===== config.mk =====
export PLATFORM = sky130hd
export DESIGN_NAME = memory_region_page_allocator_unit
export DESIGN_NICKNAME = d
export VERILOG_FILES = /design/src/mrpa_pkg.sv /design/src/mrpa_ctrl.sv /design/src/mrpa_datapath.sv /design/src/memory_region_page_allocator_unit.sv
export SDC_FILE = /design/constraint.sdc
export NUM_CORES = 2
export LEC_CHECK = 0
export BUFFER_PORTS_ARGS = -buffer_cell sky130_fd_sc_hd__buf_2
export CAP_MARGIN = 20
export CORE_MARGIN = 5
export CORE_UTILIZATION = 26
export CTS_CLUSTER_SIZE = 40
export DETAILED_ROUTE_END_ITERATION = 10
export PLACE_DENSITY = 0.48
export SKIP_LAST_GASP = 1
export SYNTH_ARGS = -nofsm -noshare
export SYNTH_HDL_FRONTEND = slang
export SYNTH_HIERARCHICAL = 1
export SYNTH_SLANG_ARGS = --single-unit
export TNS_END_PERCENT = 5

===== constraint.sdc =====
create_clock -name clk -period 38.9 [get_ports clk]
set_clock_uncertainty 0.15 [all_clocks]
set_input_delay 9.725 -clock clk [delete_from_list [all_inputs] [get_ports clk]]
set_output_delay 9.725 -clock clk [all_outputs]
set_load 0.005 [all_outputs]

===== src/mrpa_pkg.sv =====
`default_nettype none
package mrpa_pkg;

  localparam int ENTRIES    = 16;
  localparam int PAGE_BYTES = 4096;
  localparam int IDX_W      = (ENTRIES > 1) ? $clog2(ENTRIES) : 1;
  localparam int PAGE_LSB   = $clog2(PAGE_BYTES);
  localparam int ADDR_W     = 56;
  localparam int CNT_W      = 5;
  localparam int SEL_W      = 4;

  typedef enum logic [1:0] {
    OP_LOAD   = 2'd0,
    OP_CUT    = 2'd1,
    OP_PAGE   = 2'd2,
    OP_LOWEST = 2'd3
  } op_t;

  typedef enum logic [2:0] {
    ST_IDLE,
    ST_DISPATCH,
    ST_SCAN,
    ST_TAKE,
    ST_CUT_SUM,
    ST_CUT_APPLY,
    ST_FINISH
  } state_t;

  typedef struct packed {
    logic capture;
    logic load;
    logic advance;
    logic take;
    logic cut_sum;
    logic cut_apply;
    logic emit;
  } cmd_t;

  typedef struct packed {
    op_t  op;
    logic rem_zero;
    logic rem_last;
    logic fit;
    logic cut_rev;
  } sts_t;

endpackage
`default_nettype wire


===== src/mrpa_ctrl.sv =====
`default_nettype none
module mrpa_ctrl
  import mrpa_pkg::*;
(
  input  wire logic clk,
  input  wire logic rst_n,
  input  wire logic in_valid,
  output logic      in_stall,
  output logic      out_valid,
  input  wire logic out_stall,
  input  wire sts_t sts,
  output cmd_t      cmd
);

  state_t state_r, state_nxt;
  logic   out_valid_r, out_valid_nxt;
  logic   out_free;

  assign out_free  = !out_valid_r || !out_stall;
  assign out_valid = out_valid_r;
  assign in_stall  = (state_r != ST_IDLE);

  always_ff @(posedge clk) begin
    if (!rst_n) begin
      state_r     <= ST_IDLE;
      out_valid_r <= 1'b0;
    end else begin
      state_r     <= state_nxt;
      out_valid_r <= out_valid_nxt;
    end
  end

  always_comb begin
    state_nxt = state_r;
    cmd       = '0;
    case (state_r)
      ST_IDLE: begin
        if (in_valid) begin
          cmd.capture = 1'b1;
          state_nxt   = ST_DISPATCH;
        end
      end
      ST_DISPATCH: begin
        case (sts.op)
          OP_LOAD: begin
            cmd.load  = 1'b1;
            state_nxt = ST_FINISH;
          end
          OP_CUT: begin
            if (sts.cut_rev || sts.rem_zero) begin
              state_nxt = ST_FINISH;
            end else begin
              state_nxt = ST_CUT_SUM;
            end
          end
          default: begin
            state_nxt = ST_SCAN;
          end
        endcase
      end
      ST_SCAN: begin
        if (sts.rem_zero) begin
          state_nxt = ST_FINISH;
        end else if (sts.fit) begin
          state_nxt = ST_TAKE;
        end else begin
          cmd.advance = 1'b1;
        end
      end
      ST_TAKE: begin
        cmd.take  = 1'b1;
        state_nxt = ST_FINISH;
      end
      ST_CUT_SUM: begin
        cmd.cut_sum = 1'b1;
        state_nxt   = ST_CUT_APPLY;
      end
      ST_CUT_APPLY: begin
        cmd.cut_apply = 1'b1;
        cmd.advance   = 1'b1;
        state_nxt     = sts.rem_last ? ST_FINISH : ST_CUT_SUM;
      end
      ST_FINISH: begin
        if (out_free) begin
          cmd.emit  = 1'b1;
          state_nxt = ST_IDLE;
        end
      end
      default: begin
        state_nxt = ST_IDLE;
      end
    endcase
  end

  always_comb begin
    out_valid_nxt = out_valid_r;
    if (cmd.emit) begin
      out_valid_nxt = 1'b1;
    end else if (!out_stall) begin
      out_valid_nxt = 1'b0;
    end
  end

endmodule
`default_nettype wire


===== src/mrpa_datapath.sv =====
`default_nettype none
module mrpa_datapath
  import mrpa_pkg::*;
(
  input  wire logic              clk,
  input  wire logic              rst_n,
  input  wire logic              cfg_we,
  input  wire logic [CNT_W-1:0]  cfg_wdata,
  input  wire logic [1:0]        in_opcode,
  input  wire logic [SEL_W-1:0]  in_entry_index,
  input  wire logic [ADDR_W-1:0] in_load_base,
  input  wire logic [ADDR_W-1:0] in_load_length,
  input  wire logic              in_load_available,
  input  wire logic [ADDR_W-1:0] in_cut_start,
  input  wire logic [ADDR_W-1:0] in_cut_end,
  input  wire logic [ADDR_W-1:0] in_alloc_size,
  output logic [ADDR_W-1:0]      out_alloc_address,
  output logic                   out_alloc_found,
  input  wire cmd_t              cmd,
  output sts_t                   sts
);

  logic [ADDR_W-1:0] base_mem [ENTRIES];
  logic [ADDR_W-1:0] len_mem  [ENTRIES];
  logic              use_mem  [ENTRIES];

  logic [CNT_W-1:0]  count_r;
  logic [CNT_W-1:0]  used;
  op_t               op_r;
  logic [SEL_W-1:0]  idx_r;
  logic [ADDR_W-1:0] lbase_r, llen_r, cstart_r, cend_r, amount_r;
  logic              lavail_r;
  logic [IDX_W-1:0]  ptr_r;
  logic [CNT_W-1:0]  rem_r;
  logic [ADDR_W-1:0] cb_r;
  logic [ADDR_W:0]   rend_r;
  logic [ADDR_W-1:0] addr_r, out_addr_r;
  logic              found_r, out_found_r;

  logic [ADDR_W-1:0] rd_base, rd_len;
  logic              rd_use;
  logic              cut_hit;

  assign used = (count_r > CNT_W'(ENTRIES)) ? CNT_W'(ENTRIES) : count_r;

  assign rd_base = base_mem[ptr_r];
  assign rd_len  = len_mem[ptr_r];
  assign rd_use  = use_mem[ptr_r];
  assign cut_hit = (cstart_r >= cb_r) && ({1'b0, cend_r} <= rend_r);

  assign sts.op       = op_r;
  assign sts.rem_zero = (rem_r == '0);
  assign sts.rem_last = (rem_r == CNT_W'(1));
  assign sts.cut_rev  = (cend_r < cstart_r);
  assign sts.fit      = rd_use && (rd_base[PAGE_LSB-1:0] == '0) && (rd_len >= amount_r);

  assign out_alloc_address = out_addr_r;
  assign out_alloc_found   = out_found_r;

  always_ff @(posedge clk) begin
    if (!rst_n) begin
      count_r <= '0;
    end else if (cfg_we) begin
      count_r <= cfg_wdata;
    end
  end

  always_ff @(posedge clk) begin
    if (cmd.capture) begin
      op_r     <= op_t'(in_opcode);
      idx_r    <= in_entry_index;
      lbase_r  <= in_load_base;
      llen_r   <= in_load_length;
      lavail_r <= in_load_available;
      cstart_r <= in_cut_start;
      cend_r   <= in_cut_end;
      amount_r <= (op_t'(in_opcode) == OP_PAGE) ? ADDR_W'(PAGE_BYTES) : in_alloc_size;
      rem_r    <= used;
      ptr_r    <= (op_t'(in_opcode) == OP_PAGE) ? IDX_W'(used - CNT_W'(1)) : '0;
      addr_r   <= '0;
      found_r  <= 1'b0;
    end else begin
      if (cmd.advance) begin
        rem_r <= rem_r - CNT_W'(1);
        ptr_r <= (op_r == OP_PAGE) ? ptr_r - IDX_W'(1) : ptr_r + IDX_W'(1);
      end
      if (cmd.take) begin
        addr_r  <= rd_base;
        found_r <= 1'b1;
      end
      if (cmd.cut_sum) begin
        cb_r   <= rd_base;
        rend_r <= {1'b0, rd_base} + {1'b0, rd_len};
      end
    end
  end

  always_ff @(posedge clk) begin
    if (cmd.load) begin
      if (32'(idx_r) < ENTRIES) begin
        base_mem[IDX_W'(idx_r)] <= lbase_r;
        len_mem[IDX_W'(idx_r)]  <= llen_r;
        use_mem[IDX_W'(idx_r)]  <= lavail_r;
      end
    end else if (cmd.take) begin
      base_mem[ptr_r] <= rd_base + amount_r;
      len_mem[ptr_r]  <= rd_len - amount_r;
    end else if (cmd.cut_apply && cut_hit) begin
      base_mem[ptr_r] <= cend_r;
      len_mem[ptr_r]  <= ADDR_W'(rend_r - {1'b0, cend_r});
    end
  end

  always_ff @(posedge clk) begin
    if (cmd.emit) begin
      out_addr_r  <= addr_r;
      out_found_r <= found_r;
    end
  end

endmodule
`default_nettype wire


===== src/memory_region_page_allocator_unit.sv =====
// Load writes the addressed table entry and then finishes; allocations scan the table,
// one table entry examined per cycle; cut takes a sum and an apply state per entry,
// and a reversed range or an entry count of zero skips straight to the finish state.
// Throughput: one word at a time; the next word is taken once the result is registered.
// Reset (rst_n, synchronous) clears the controller, the output valid and entry_count.
// The region table is not cleared and holds unknown data until an entry is loaded.
`default_nettype none
module memory_region_page_allocator_unit
  import mrpa_pkg::*;
(
  input  wire logic              clk,
  input  wire logic              rst_n,
  input  wire logic              cfg_we,
  input  wire logic [CNT_W-1:0]  cfg_wdata,
  input  wire logic              in_valid,
  output logic                   in_stall,
  input  wire logic [1:0]        in_opcode,
  input  wire logic [SEL_W-1:0]  in_entry_index,
  input  wire logic [ADDR_W-1:0] in_load_base,
  input  wire logic [ADDR_W-1:0] in_load_length,
  input  wire logic              in_load_available,
  input  wire logic [ADDR_W-1:0] in_cut_start,
  input  wire logic [ADDR_W-1:0] in_cut_end,
  input  wire logic [ADDR_W-1:0] in_alloc_size,
  output logic                   out_valid,
  input  wire logic              out_stall,
  output logic [ADDR_W-1:0]      out_alloc_address,
  output logic                   out_alloc_found
);

  cmd_t ctl_cmd;
  sts_t dp_sts;

  mrpa_ctrl u_ctrl (
    .clk       (clk),
    .rst_n     (rst_n),
    .in_valid  (in_valid),
    .in_stall  (in_stall),
    .out_valid (out_valid),
    .out_stall (out_stall),
    .sts       (dp_sts),
    .cmd       (ctl_cmd)
  );

  mrpa_datapath u_datapath (
    .clk               (clk),
    .rst_n             (rst_n),
    .cfg_we            (cfg_we),
    .cfg_wdata         (cfg_wdata),
    .in_opcode         (in_opcode),
    .in_entry_index    (in_entry_index),
    .in_load_base      (in_load_base),
    .in_load_length    (in_load_length),
    .in_load_available (in_load_available),
    .in_cut_start      (in_cut_start),
    .in_cut_end        (in_cut_end),
    .in_alloc_size     (in_alloc_size),
    .out_alloc_address (out_alloc_address),
    .out_alloc_found   (out_alloc_found),
    .cmd               (ctl_cmd),
    .sts               (dp_sts)
  );

  a_busy_after_accept: assert property (@(posedge clk) disable iff (!rst_n)
    in_valid && !in_stall |=> in_stall)
    else $error("word accepted while a previous word is still in progress");

  a_emit_into_free_slot: assert property (@(posedge clk) disable iff (!rst_n)
    ctl_cmd.emit |-> !out_valid || !out_stall)
    else $error("result overwrote a word that was not yet taken");

  a_fail_address_zero: assert property (@(posedge clk) disable iff (!rst_n)
    out_valid && !out_alloc_found |-> out_alloc_address == '0)
    else $error("result without a found flag carries a nonzero address");

  a_one_command_to_table: assert property (@(posedge clk) disable iff (!rst_n)
    $countones({ctl_cmd.load, ctl_cmd.take, ctl_cmd.cut_apply}) <= 1)
    else $error("more than one table update issued in a cycle");

endmodule
`default_nettype wire


# Yosys cells after proc, flatten, opt, wreduce, memory -nomap -nowiden
# Memories as Yosys holds them, arrays and structs flattened. A register that Yosys moved wholly into a read port is not among the register bits.
# Index checks and enable logic that the tools add are counted.
[word_totals] regBits=532 ram_bits=1808 input_bits=297 output_inout_bits=59 wordCells=119 n_memories=3
[op_classes] add_sub_neg=8 order_cmp=5 eq_ne=14 muxes=49 n_bitwise=3 n_reduce_logical=18
[memory_table] name="u_datapath.base_mem" depth=16 width=56 rd=1 rd_ports_with_merged_regs=1 wr=1 line_no="mrpa_datapath.sv:23" rtl="logic [ADDR_W-1:0] base_mem [ENTRIES];"
[memory_table] name="u_datapath.len_mem" depth=16 width=56 rd=1 rd_ports_with_merged_regs=1 wr=1 line_no="mrpa_datapath.sv:24" rtl="logic [ADDR_W-1:0] len_mem [ENTRIES];"
[memory_table] name="u_datapath.use_mem" depth=16 width=1 rd=1 rd_ports_with_merged_regs=1 wr=1 line_no="mrpa_datapath.sv:25" rtl="logic use_mem [ENTRIES];"
[op_table] cell="$mux 56" n=4
[op_table] cell="$ge 56x56->1" n=2
[op_table] cell="$reduce_or 56->1" n=2
[op_table] cell="$sub 56x56->56" n=2
[op_table] cell="$add 56x56->57" n=1
[op_table] cell="$le 56x57->1" n=1
[op_table] cell="$add 56x56->56" n=1
[op_table] cell="$lt 56x56->1" n=1
[op_table] cell="$mux 4" n=9
[op_table] cell="$mux 1" n=24
[op_table] cell="$pmux 3 s7" n=1
[op_table] cell="$mux 5" n=3
[op_table] cell="$logic_not 12->1" n=1
[op_table] cell="$mux 3" n=4
[op_table] cell="$eq 3x3->1 const B" n=3
[op_table] cell="$sub 4x1->4 const B" n=2
[op_table] cell="$eq 3x2->1 const B" n=2
[op_table] cell="$pmux 3 s2" n=1
[op_table] cell="$eq 5x1->1 const B" n=1
[op_table] cell="$gt 5x5->1 const B" n=1
[op_table] cell="$logic_not 5->1" n=1
[op_table] cell="$sub 5x1->5 const B" n=1
[op_table] cell="$add 4x1->4 const B" n=1
[op_table] cell="$eq 2x2->1 const B" n=2
[op_table] cell="other kinds (18)" n=26

# Longest topological paths before layout
[logic_depth] depth_word=10 ltp_mapped=27 mapped_depth_nobuf=22

# Modules after synthesis
# The synthesis kept the hierarchy.
[by_module_without_submodules] module="mrpa_datapath" instances=1 cells_per_inst=6239 area_each_um2=103709.5 seq_area_each_um2=69606.8
[by_module_without_submodules] module="mrpa_ctrl" instances=1 cells_per_inst=38 area_each_um2=317.8 seq_area_each_um2=80.1

# Least setup slack after synthesis
# No wires, ideal clock.
[synth_timing] path_type="input -> register" start="input port in_valid" end="register u_datapath.cb_r[0], enable pin" setup_time_ps=748 arrival_ps=23505 required_time_ps=38002 path_slack_ps=14497 stages=4 n_path_buf=1 path_cell_list="inv_1 nor2_1 clkbuf_1 nor2b_1"
[synth_rtl] item="from (decl)" line_no="memory_region_page_allocator_unit.sv:15" rtl="input wire logic in_valid,"
[synth_rtl] item="to (signal assigned)" line_no="mrpa_datapath.sv:92" rtl="cb_r <= rd_base;"
[synth_rtl] item="to (decl)" line_no="mrpa_datapath.sv:35" rtl="logic [ADDR_W-1:0] cb_r;"

==> summary.md <==
| Metric | Value |
|---|---|
| Placer Congestion | 0.944 |
| RSZ-0062 raised after global routing | false |
| Overflow after GRT | 0 |
| Clk slew on worst S/H paths | 0.06 ns |
| I/O pins | 356 |
| Syn nets | 6974 |
| Kind of critical path | in2reg |
| Most frequent cells in the layout | 2274 x edfxtp_1, 565 x mux4_2, 395 x ha_1 |
| Top FF cell, synth | edfxtp_1 |
| Ys async rst share | 0% |
| Post-synthesis cell count | 6277 |
| Bufs on Longest Clock Path | 4 |
| Max_slew headroom | 18.2% |
| Setup_tns | 0 ns |
| Die height | 643 um |
| Post-CTS Hold Buffers | 0 |
| Chip width | 643 um |
| Arr. time, crit path | 12.48 ns |
| PostCTS Resize Cnt | 0 |
| Root buf cell | clkbuf_16 |
| Initial core utilization | 26.1% |
| Most common cell after layout, fill and taps aside | edfxtp_1 |
| NumNets Final | 7519 |
| # clock sinks | 2344 |
| Total wire length | 357000 um |
| Avg Cell Area, Syn | 16.6 um2 |
| Antenna-violating nets left | 0 |
| Crit path required time | 39.21 ns |
| First DRT Iteration DRCs | 6757 |
| VDD IR max | 0.0000623 V |
| Layout area overhead | 17.2% |
| MaxCap Viol Count | 0 |
| Startpoint types | input port |
| Max-slew violations | 0 |
| Hold Path Class | reg2reg |
| Core Area | 0.399 mm2 |
| Critical Path Sink Type | flop |
| CTS Buf Count | 273 |
| DR pass1 iterations | 6 |
| Hold WS | 0.285 ns |
| Synth area leaders | edfxtp_1 66%, mux4_2 12%, ha_1 4.8% |
| Max Fclk | 82.2 MHz |
| Mapped Area | 0.104 mm2 |
| HPWL Detailed | 240000 um |
| Share of layout cells above drive strength 1 | 22.3% |
| Remaining DRCs | 0 |
| Status | complete, no violations |
| CP Max Fanout | 82 |
| Sequential area share after synthesis | 67.0% |
| Fin crit share | 31.3% |
| Register bit total from synthesis | 2344 |
| CTS tree | done |
| Later-pin clock latency in the skew report | 0.93 ns |
| Final hold viol count | 0 |
| Vias | 61.2k |
| Wire per inst | 29.0 um |
| Finished Core Util | 30.6% |
| H-tree depth reported by CTS | 5 |
| Yosys warns | 6 |
| Power Density | 83.6 mW/mm2 |
| Die Footprint | 0.413 mm2 |
| Yosys top cell area share | 65.6% |
| Setup bufs post-CTS | 0 |
| LEAKAGE | 0.0418 uW |
| Fin crit period | 12.17 ns |
| Number of flops mapped to enable cells by yosys | 2274 |
| Setup violators final | 0 |
| Actual slew at the worst max-slew pin | 1.23 ns |
| # rows | 232 |
| Distinct cells, synth | 98 |
| Drt via density | 4.97 |
| Initial antenna violation count | 16 |
| Number of global-route vias before repair | 60.5k |
| Largest area contributor in the netlist | edfxtp_1 |
| Gr usage total | 16.7% |
| Largest net degree at the start of global routing | 119 |
| First-pass GRT wire length | 489000 um |
| IO Port Bufs | 355 |
[cell type report]
cell class / count / area (um2)
Fill cell: 39500 / 277000
Sequential cell: 2344 / 69700
Multi-Input combinational cell: 3285 / 32100
Clock buffer: 361 / 7380
Tap cell: 5265 / 6590
Timing Repair Buffer: 558 / 3440
Clock inverter: 127 / 1410
Inverter: 360 / 1350
Antenna cell: 4 / 10.0
[cell usage after synthesis, types with 35 or more instances]
library cell,count
nand4_1,74
xor2_1,75
nand3_1,61
clkbuf_1,195
nand2_1,250
mux4_2,565
ha_1,395
nor2_1,259
dfxtp_1,70
nor3_1,45
mux2i_1,70
o21bai_1,49
inv_1,359
a31oi_1,44
nor2b_1,38
nand2b_1,50
edfxtp_1,2274
and2_1,65
a21o_1,163
o21ai_0,224
buf_1,57
a21oi_1,363
xnor2_1,135
a211oi_1,35
[layer usage]
metal / track usage [%] / routed length (um) / vias to the layer above
met2: 27.2 / 170000 / 2352
met5: 0 / 13 / -
met3: 2.40 / 22200 / 437
met1: 22.8 / 152000 / 32400
met4: 5.42 / 12900 / 2
li1: - / - / 25900
[state kept, by name, indices dropped and copies added (netlist names), 16 cells and up, named ones only]
signal                        count
u_datapath/out_alloc_address     56
u_datapath/addr_r                56
u_datapath/base_mem             896
u_datapath/llen_r                56
u_datapath/lbase_r               56
u_datapath/use_mem               16
u_datapath/cend_r                56
u_datapath/rend_r                57
u_datapath/amount_r              56
u_datapath/len_mem              896
u_datapath/cstart_r              56
u_datapath/cb_r                  56
[worst paths after layout]
kind                                                         start                                    endpoint  slack, ns  depth (start not counted)
worst max-delay path                                      in_valid             u_datapath/cend_r[37]$_DFFE_PP_      26.73                          6
worst min-delay path            u_datapath/addr_r[13]$_SDFFE_PP0P_  u_datapath/out_alloc_address[13]$_DFFE_PP_       0.29                          0
worst max register to register      u_datapath/cend_r[3]$_DFFE_PP_        u_datapath/base_mem[3][36]$_DFFE_PP_      28.92                         18
worst min register to register  u_datapath/addr_r[13]$_SDFFE_PP0P_  u_datapath/out_alloc_address[13]$_DFFE_PP_       0.29                          0
[power by group]
part / internal (uW) / switching (uW)
clock: 1480 / 1070
sequential: 3070 / 144
combinational: 1650 / 2780
total: 6200 / 3990
[kinds of logic (layout without fill, tap and decap cells)]
kind of cell               count (synthesis)  in the layout  share of synthesized area, %
adders and majority gates                400            400                          4.85
buffers and inverters                    648           1406                          2.40
xor gates and xnor gates                 210            210                          1.77
DFF                                     2344           2344                          67.0
and+or+nand+nor                          915            915                          4.24
AOI/OAI and AO/OA                       1122           1122                          6.82
other                                      0              4                             0
muxes                                    638            638                          12.9
[worst max-delay path: stages]
cell and delay [ns]:
buf_2 0.10, inv_1 0.06, nor2_4 0.48, buf_4 0.57, buf_4 0.53, buf_4 0.83
[metrics by stage]
| stage | instances | power [uW] | worst slack [ns] | area (um2) |
|---|---|---|---|---|
| 2_1_floorplan | 6277 | 6090 | 14.50 | 104000 |
| 3_3_place_gp | 11800 | 7590 | 25.90 | 113000 |
| 3_5_place_dp | 11800 | 7620 | 25.85 | 113000 |
| 4_1_cts | 12200 | 10200 | 26.79 | 122000 |
| 5_1_grt | 12300 | 10600 | 26.61 | 122000 |
| 6_report | 12300 | 10200 | 26.73 | 122000 |
Power figures use the tool's default switching activity.
